--- src/lpg_pkg.sv ---
`timescale 1ns / 1ps
`default_nettype none
package lpg_pkg;

  // Q30 one and the factor from hundredths of a degree to Q30 radians.
  localparam logic [31:0] Q30_ONE = 32'h4000_0000;
  localparam logic [17:0] RAD_K = 18'd187403;

  // Horner steps of the sine series and the widths of the Horner divide.
  localparam logic [2:0] HORNER_LAST = 3'd4;
  localparam int DIV_W = 32;
  localparam int DVS_W = 7;

  // Sine and cosine slots, the two pitch-roll products and the unit constant.
  localparam logic [3:0] V_SR = 4'd0;
  localparam logic [3:0] V_CR = 4'd1;
  localparam logic [3:0] V_SP = 4'd2;
  localparam logic [3:0] V_CP = 4'd3;
  localparam logic [3:0] V_SY = 4'd4;
  localparam logic [3:0] V_CY = 4'd5;
  localparam logic [3:0] V_SPSR = 4'd6;
  localparam logic [3:0] V_SPCR = 4'd7;
  localparam logic [3:0] V_ONE = 4'd8;

  localparam logic [2:0] SIN_LAST = 3'd5;
  localparam logic [3:0] MOP_LAST = 4'd14;
  localparam logic [1:0] AXIS_LAST = 2'd2;

  // Operand pairs of the shared multiplier.
  typedef enum logic [2:0] {
    OPS_FK, OPS_XX, OPS_X2T, OPS_XT, OPS_VAL, OPS_PT
  } opsel_t;

  // What is done with a product in the cycle after its multiply command.
  typedef enum logic [2:0] {
    POST_NONE, POST_X, POST_X2, POST_DIV, POST_SIN, POST_MAT, POST_PT
  } post_t;

  // One step of the matrix build.
  typedef struct packed {
    logic [3:0] a_sel;
    logic [3:0] b_sel;
    logic       neg;
    logic       accum;
    logic       wr_mat;
    logic       to_val;
    logic [3:0] dst;
  } mop_t;

  typedef struct packed {
    logic       mul_go;
    opsel_t     opsel;
    post_t      post;
    logic       in_load;
    logic       ang_load;
    logic       t_init;
    logic [2:0] sin_idx;
    logic [2:0] hstep;
    logic [3:0] mop_idx;
    logic [1:0] prow;
    logic [1:0] pcol;
    logic       out_load;
  } cmd_t;

  typedef struct packed {
    logic div_done;
  } stat_t;

  // Divisors of the Horner series, innermost term first.
  function automatic logic [DVS_W-1:0] horner_div(input logic [2:0] idx);
    logic [DVS_W-1:0] d;
    case (idx)
      3'd0: d = 7'd110;
      3'd1: d = 7'd72;
      3'd2: d = 7'd42;
      3'd3: d = 7'd20;
      default: d = 7'd6;
    endcase
    return d;
  endfunction

  // Product sequence that builds the nine matrix entries.
  function automatic mop_t mop_entry(input logic [3:0] idx);
    mop_t m;
    m = '0;
    case (idx)
      4'd0: begin
        m.a_sel = V_SP; m.b_sel = V_SR; m.to_val = 1'b1; m.dst = V_SPSR;
      end
      4'd1: begin
        m.a_sel = V_SP; m.b_sel = V_CR; m.to_val = 1'b1; m.dst = V_SPCR;
      end
      4'd2: begin
        m.a_sel = V_CY; m.b_sel = V_CP; m.wr_mat = 1'b1; m.dst = 4'd0;
      end
      4'd3: begin
        m.a_sel = V_SY; m.b_sel = V_CR; m.neg = 1'b1;
      end
      4'd4: begin
        m.a_sel = V_CY; m.b_sel = V_SPSR; m.accum = 1'b1; m.wr_mat = 1'b1; m.dst = 4'd1;
      end
      4'd5: begin
        m.a_sel = V_SY; m.b_sel = V_SR;
      end
      4'd6: begin
        m.a_sel = V_CY; m.b_sel = V_SPCR; m.accum = 1'b1; m.wr_mat = 1'b1; m.dst = 4'd2;
      end
      4'd7: begin
        m.a_sel = V_SY; m.b_sel = V_CP; m.wr_mat = 1'b1; m.dst = 4'd3;
      end
      4'd8: begin
        m.a_sel = V_CY; m.b_sel = V_CR;
      end
      4'd9: begin
        m.a_sel = V_SY; m.b_sel = V_SPSR; m.accum = 1'b1; m.wr_mat = 1'b1; m.dst = 4'd4;
      end
      4'd10: begin
        m.a_sel = V_SY; m.b_sel = V_SPCR;
      end
      4'd11: begin
        m.a_sel = V_CY; m.b_sel = V_SR; m.neg = 1'b1; m.accum = 1'b1;
        m.wr_mat = 1'b1; m.dst = 4'd5;
      end
      4'd12: begin
        m.a_sel = V_SP; m.b_sel = V_ONE; m.neg = 1'b1; m.wr_mat = 1'b1; m.dst = 4'd6;
      end
      4'd13: begin
        m.a_sel = V_CP; m.b_sel = V_SR; m.wr_mat = 1'b1; m.dst = 4'd7;
      end
      4'd14: begin
        m.a_sel = V_CP; m.b_sel = V_CR; m.wr_mat = 1'b1; m.dst = 4'd8;
      end
      default: m = '0;
    endcase
    return m;
  endfunction

endpackage
`default_nettype wire

--- src/lpg_ctrl.sv ---
`timescale 1ns / 1ps
`default_nettype none
module lpg_ctrl (
  input  wire logic           clk,
  input  wire logic           rst,
  input  wire logic           in_valid,
  output logic                in_stall,
  input  wire logic           operation,
  output logic                out_valid,
  input  wire logic           out_stall,
  output lpg_pkg::cmd_t       cmd,
  input  wire lpg_pkg::stat_t stat
);
  import lpg_pkg::*;

  typedef enum logic [15:0] {
    S_IDLE   = 16'h0001,
    S_ANG    = 16'h0002,
    S_FK     = 16'h0004,
    S_XW     = 16'h0008,
    S_XX     = 16'h0010,
    S_X2W    = 16'h0020,
    S_HMUL   = 16'h0040,
    S_HW     = 16'h0080,
    S_DIVW   = 16'h0100,
    S_SMUL   = 16'h0200,
    S_SW     = 16'h0400,
    S_MOP    = 16'h0800,
    S_MDRAIN = 16'h1000,
    S_PMUL   = 16'h2000,
    S_PDRAIN = 16'h4000,
    S_DONE   = 16'h8000
  } state_t;

  state_t     state;
  state_t     state_next;
  logic [2:0] sk;
  logic [2:0] sk_next;
  logic [2:0] hcnt;
  logic [2:0] hcnt_next;
  logic [3:0] cnt;
  logic [3:0] cnt_next;
  logic [1:0] prow;
  logic [1:0] prow_next;
  logic [1:0] pcol;
  logic [1:0] pcol_next;
  logic       accept;
  logic       out_free;

  assign in_stall = (state != S_IDLE);
  assign accept = in_valid && !in_stall;
  assign out_free = !out_valid || !out_stall;

  // Sequencer: six sines, the matrix build, or the nine point products.
  always_comb begin
    state_next = state;
    sk_next = sk;
    hcnt_next = hcnt;
    cnt_next = cnt;
    prow_next = prow;
    pcol_next = pcol;
    cmd = '0;
    case (state)
      S_IDLE: begin
        if (accept) begin
          cmd.in_load = 1'b1;
          if (operation) begin
            sk_next = '0;
            state_next = S_ANG;
          end else begin
            prow_next = '0;
            pcol_next = '0;
            state_next = S_PMUL;
          end
        end
      end
      S_ANG: begin
        cmd.ang_load = 1'b1;
        cmd.sin_idx = sk;
        state_next = S_FK;
      end
      S_FK: begin
        cmd.mul_go = 1'b1;
        cmd.opsel = OPS_FK;
        cmd.post = POST_X;
        state_next = S_XW;
      end
      S_XW: state_next = S_XX;
      S_XX: begin
        cmd.mul_go = 1'b1;
        cmd.opsel = OPS_XX;
        cmd.post = POST_X2;
        cmd.t_init = 1'b1;
        hcnt_next = '0;
        state_next = S_X2W;
      end
      S_X2W: state_next = S_HMUL;
      S_HMUL: begin
        cmd.mul_go = 1'b1;
        cmd.opsel = OPS_X2T;
        cmd.post = POST_DIV;
        cmd.hstep = hcnt;
        state_next = S_HW;
      end
      S_HW: state_next = S_DIVW;
      S_DIVW: begin
        if (stat.div_done) begin
          if (hcnt == HORNER_LAST) begin
            state_next = S_SMUL;
          end else begin
            hcnt_next = hcnt + 1'b1;
            state_next = S_HMUL;
          end
        end
      end
      S_SMUL: begin
        cmd.mul_go = 1'b1;
        cmd.opsel = OPS_XT;
        cmd.post = POST_SIN;
        cmd.sin_idx = sk;
        state_next = S_SW;
      end
      S_SW: begin
        if (sk == SIN_LAST) begin
          cnt_next = '0;
          state_next = S_MOP;
        end else begin
          sk_next = sk + 1'b1;
          state_next = S_ANG;
        end
      end
      S_MOP: begin
        cmd.mul_go = 1'b1;
        cmd.opsel = OPS_VAL;
        cmd.post = POST_MAT;
        cmd.mop_idx = cnt;
        if (cnt == MOP_LAST) begin
          state_next = S_MDRAIN;
        end else begin
          cnt_next = cnt + 1'b1;
        end
      end
      S_MDRAIN: state_next = S_IDLE;
      S_PMUL: begin
        cmd.mul_go = 1'b1;
        cmd.opsel = OPS_PT;
        cmd.post = POST_PT;
        cmd.prow = prow;
        cmd.pcol = pcol;
        if (pcol == AXIS_LAST) begin
          pcol_next = '0;
          if (prow == AXIS_LAST) begin
            state_next = S_PDRAIN;
          end else begin
            prow_next = prow + 1'b1;
          end
        end else begin
          pcol_next = pcol + 1'b1;
        end
      end
      S_PDRAIN: state_next = S_DONE;
      S_DONE: begin
        if (out_free) begin
          cmd.out_load = 1'b1;
          state_next = S_IDLE;
        end
      end
      default: state_next = S_IDLE;
    endcase
  end

  // State, counters and the result valid flag.
  always_ff @(posedge clk) begin
    if (rst) begin
      state <= S_IDLE;
      sk <= '0;
      hcnt <= '0;
      cnt <= '0;
      prow <= '0;
      pcol <= '0;
      out_valid <= 1'b0;
    end else begin
      state <= state_next;
      sk <= sk_next;
      hcnt <= hcnt_next;
      cnt <= cnt_next;
      prow <= prow_next;
      pcol <= pcol_next;
      if (cmd.out_load) begin
        out_valid <= 1'b1;
      end else if (!out_stall) begin
        out_valid <= 1'b0;
      end
    end
  end

endmodule
`default_nettype wire

--- config.mk ---
export PLATFORM = sky130hd
export DESIGN_NAME = lpg_ctrl
export DESIGN_NICKNAME = d
export VERILOG_FILES = /design/src/lpg_pkg.sv /design/src/lpg_ctrl.sv
export SDC_FILE = /design/constraint.sdc
export NUM_CORES = 1
export LEC_CHECK = 0
export ABC_AREA = 1
export BUFFER_PORTS_ARGS = -buffer_cell sky130_fd_sc_hd__buf_2
export CAP_MARGIN = 30
export CORE_MARGIN = 5
export CORE_UTILIZATION = 45
export DETAILED_ROUTE_END_ITERATION = 10
export PLACE_DENSITY = 0.78
export SETUP_SLACK_MARGIN = 0.4
export SYNTH_ARGS = -nofsm -noshare
export SYNTH_HDL_FRONTEND = slang
export SYNTH_SLANG_ARGS = --single-unit
--- constraint.sdc ---
create_clock -name clk -period 1.41 [get_ports clk]
set_input_delay 0.141 -clock clk [delete_from_list [all_inputs] [get_ports clk]]
set_output_delay 0.141 -clock clk [all_outputs]
set_load 0.01 [all_outputs]
==> out/qor.yml <==
route.met3.wl_mm: 1.41
critPathKind: "flop to flop"
hold_depth: 3
root_buffer: "clkbuf_8"
ys_seq_area_share_pct: 30.7
min_from: "out_stall"
synth_compound_area_share_pct: 7.06
synth_flop_cell: "dfxtp_1"
end_kind: "flop"
crit_path_cell_trace: "nor2_4 > nand2_4 > nor2_4 > buf_6 > buf_6 > buf_6 > buf_6 > nand2_1 > nand2_1 > nor2_1 > nand2_1 > nor2_1 > nand2_1 > nand2_1"
synthArstFlopShare_pct: 0
top_layer_used: "met4"
first_global_vias: 2847
post-route-period-util_pct: 136
cp.arrival_ns: 2.15
std_cell_rows: 24
synthAdderAreaFrac_pct: 4.34
cts_hold_buf: 0
cts_max_level: 2
port_buffers: 32
route.detailed.drc: 0
syn_area_mm2: 0.00202
status: "complete, but fails checks"
hold_viol: 0
slew_violations: 0
ant_nets: 0
ys_seq_elements: 31
setup_viol: 55
fp.dieArea_mm2: 0.00593
core_area_mm2: 0.00435
crit_required_ns: 1.65
syn-num-nets: 346
synth_mux_area_share_pct: 0
synthCells: 333
syn2layout_area_growth_pct: 99.9
boundaryPins: 33
yosys_warnings: 0
period_minus_slack_ns: 1.91
reg2reg_depth: 14
grt_first_pass_wirelength_mm: 13.3
clkTransAtPathRegs_ns: 0.08
cpPeakStageDelay_ns: 0.38
first_pass_iters: 6
finClkSkew_ns: 0.00861
yosysMostFrequentCell: "nand2_1"
p_total_w: 0.00687
yosysTopAreaCell: "dfxtp_1"
cts_tree: "yes"
grt_max_degree: 16
clockBufferDepth: 2
diodes: 0
max_freq_mhz: 523
synth-simple-area-share_pct: 44.1
timing.max_cap.violations: 0
critPathLaunchType: "flop"
fin_setup_tns_ns: -21.60
synth-xor-area-share_pct: 0.867
worstHoldPathType: "input pin to flop"
holdPathEnd: "out_valid"
die_h_um: 77.0
dp_hpwl_mm: 4.37
grt_overflow: 0
antenna_found_initial: 0
synth_area_per_cell_um2: 6.06
crit_path_frequent_cell: "nand2_1"
place_ws_ns: -0.240
place.gp.congestion: 0.895
viasPerCell: 6.42
r2r_end: "state[0]"
synth_common_cells: "71 x nand2_1, 66 x nor2_1, 55 x inv_1"
p_per_area_mw_per_mm2: 1700
wl_met2_mm: 5.47
crit_slowest_cell: "dfxtp_2"
synth_edf_count: 0
yosys.cell_types.count: 25
tightest_slew_ns: 0.594
post-synth-top-area-fraction_pct: 30.7
start_util_pct: 46.4
via_count: 3319
clock-sinks: 31
p_leak_nw: 1.99
die_w_um: 77.0
drive_gt1_share_pct: 61.7
violations: "setup timing"
synth.area.top_cells: "dfxtp_1 31%, nand2_1 13%, nor2_1 12%"
wl_mm: 12.0
ir_drop_mv: 1.33
n_fill_cell: 146
wl_met1_mm: 3.87
track_usage_pct: 28.0
worst_slack_ns: -0.502
drt_iter0_drc: 457
relSlewSlack_pct: 60.4
grt_setup_unrepaired: "true"
r2r_slack_ns: -0.50
timing.rr.start: "state[10]"
synth_top_family_by_area: "simple AND/OR/NAND/NOR gates"
clk_latency_ns: 0.30
nets: 477
wl_per_cell_um: 23.2
crit_fanout: 4
cts-buffers-inserted: 5
-- power breakdown --
group	switching (W)	internal [W]	leakage, nW
registers	0.000101	0.000994	0.259
logic	0.00289	0.00217	1.68
clock network	0.000384	0.000338	0.0477
-- through the flow --
| stage | hold WS, ns | std cells | cell area [um^2] | util, % |
|---|---|---|---|---|
| 2_1_floorplan | 0.305 | 333 | 2260 | - |
| 3_3_place_gp | 0.417 | 465 | 2860 | 65.7 |
| 3_5_place_dp | 0.427 | 465 | 2860 | 65.7 |
| 4_1_cts | 0.116 | 506 | 3580 | 82.2 |
| 5_1_grt | 0.150 | 517 | 4040 | 92.7 |
| 6_report | 0.123 | 517 | 4040 | 92.7 |
-- cell usage in the layout (no fill, tap or decap), types with 3 or more instances in the layout --
cell type / netlist / final
clkinv_2: 0 / 3
a21oi_2: 1 / 6
buf_2: 2 / 16
nand3_4: 0 / 10
clkbuf_8: 0 / 5
buf_12: 0 / 4
inv_4: 0 / 3
a21oi_1: 15 / 7
o211ai_1: 3 / 3
inv_2: 1 / 7
nor3_1: 10 / 5
o21ai_2: 0 / 5
a21oi_4: 0 / 3
nor2_2: 7 / 11
inv_1: 55 / 44
nor2_4: 0 / 31
nor3_2: 0 / 3
nand4_1: 8 / 8
buf_6: 2 / 41
nor2_1: 66 / 31
dfxtp_1: 31 / 15
nand2_4: 0 / 14
nand3_2: 0 / 8
dfxtp_2: 0 / 13
buf_8: 0 / 3
nand2_2: 5 / 23
nand3_1: 32 / 14
buf_4: 1 / 68
ha_1: 7 / 7
dfxtp_4: 0 / 3
nand2_1: 71 / 38
-- kinds of logic after synthesis --
family / Yosys count
and+or+nand+nor: 203
buffers and inverters: 64
DFF: 31
AOI/OAI and AO/OA: 26
adders and majority gates: 7
xor gates and xnor gates: 2
-- worst max-delay path, delay by kind of cell (launching register included) --
| family | cells | cell delay (ns) |
|---|---|---|
| DFF | 1 | 0.38 |
| and+or+nand+nor | 10 | 0.99 |
| buffers and inverters | 4 | 0.48 |
-- state kept, by name (all words and copies together), names as in the netlist --
name	flops
prow	2
cnt	4
hcnt	3
sk	3
state	16
out_valid	1
pcol	2
-- routing by layer --
layer,up-vias,global-route usage [%]
li1,1305,-
met1,1483,29.4
met2,369,51.5
met3,162,5.50
met4,0,15.3
met5,-,0
-- final cells by class --
type	instances	area, um^2	area share [%]
clock buffers	5	68.8	1.70
clock inverters	3	15.0	0.372
inverters	56	235	5.83
multi-input cells	238	1830	45.3
flip-flops and latches	31	648	16.1
well taps	52	65.1	1.61
repair buffers	132	1180	29.2
-- what timing repair did --
action                                  CTS  global route
endpoints found under the hold margin     0             0
gates resized for setup                  94            98
endpoints found under the setup margin   57            57
buffers inserted                         33            11
pin swaps                                33            29
-- how the worst max path moves through the flow --
stage	slack [ns]	cells after the start	endpoint	start
3_5_place_dp	-0.24	8	state[14]	state[4]
4_1_cts	-0.33	9	cmd[5]	state[8]
6_report	-0.50	14	state[0]	state[10]
2_1_floorplan	-0.03	10	cmd[12]	state[13]
5_1_grt	-0.57	9	sk[2]	state[10]
3_3_place_gp	-0.21	8	state[6]	state[6]
No activity file was read; power rests on OpenSTA's default activity.
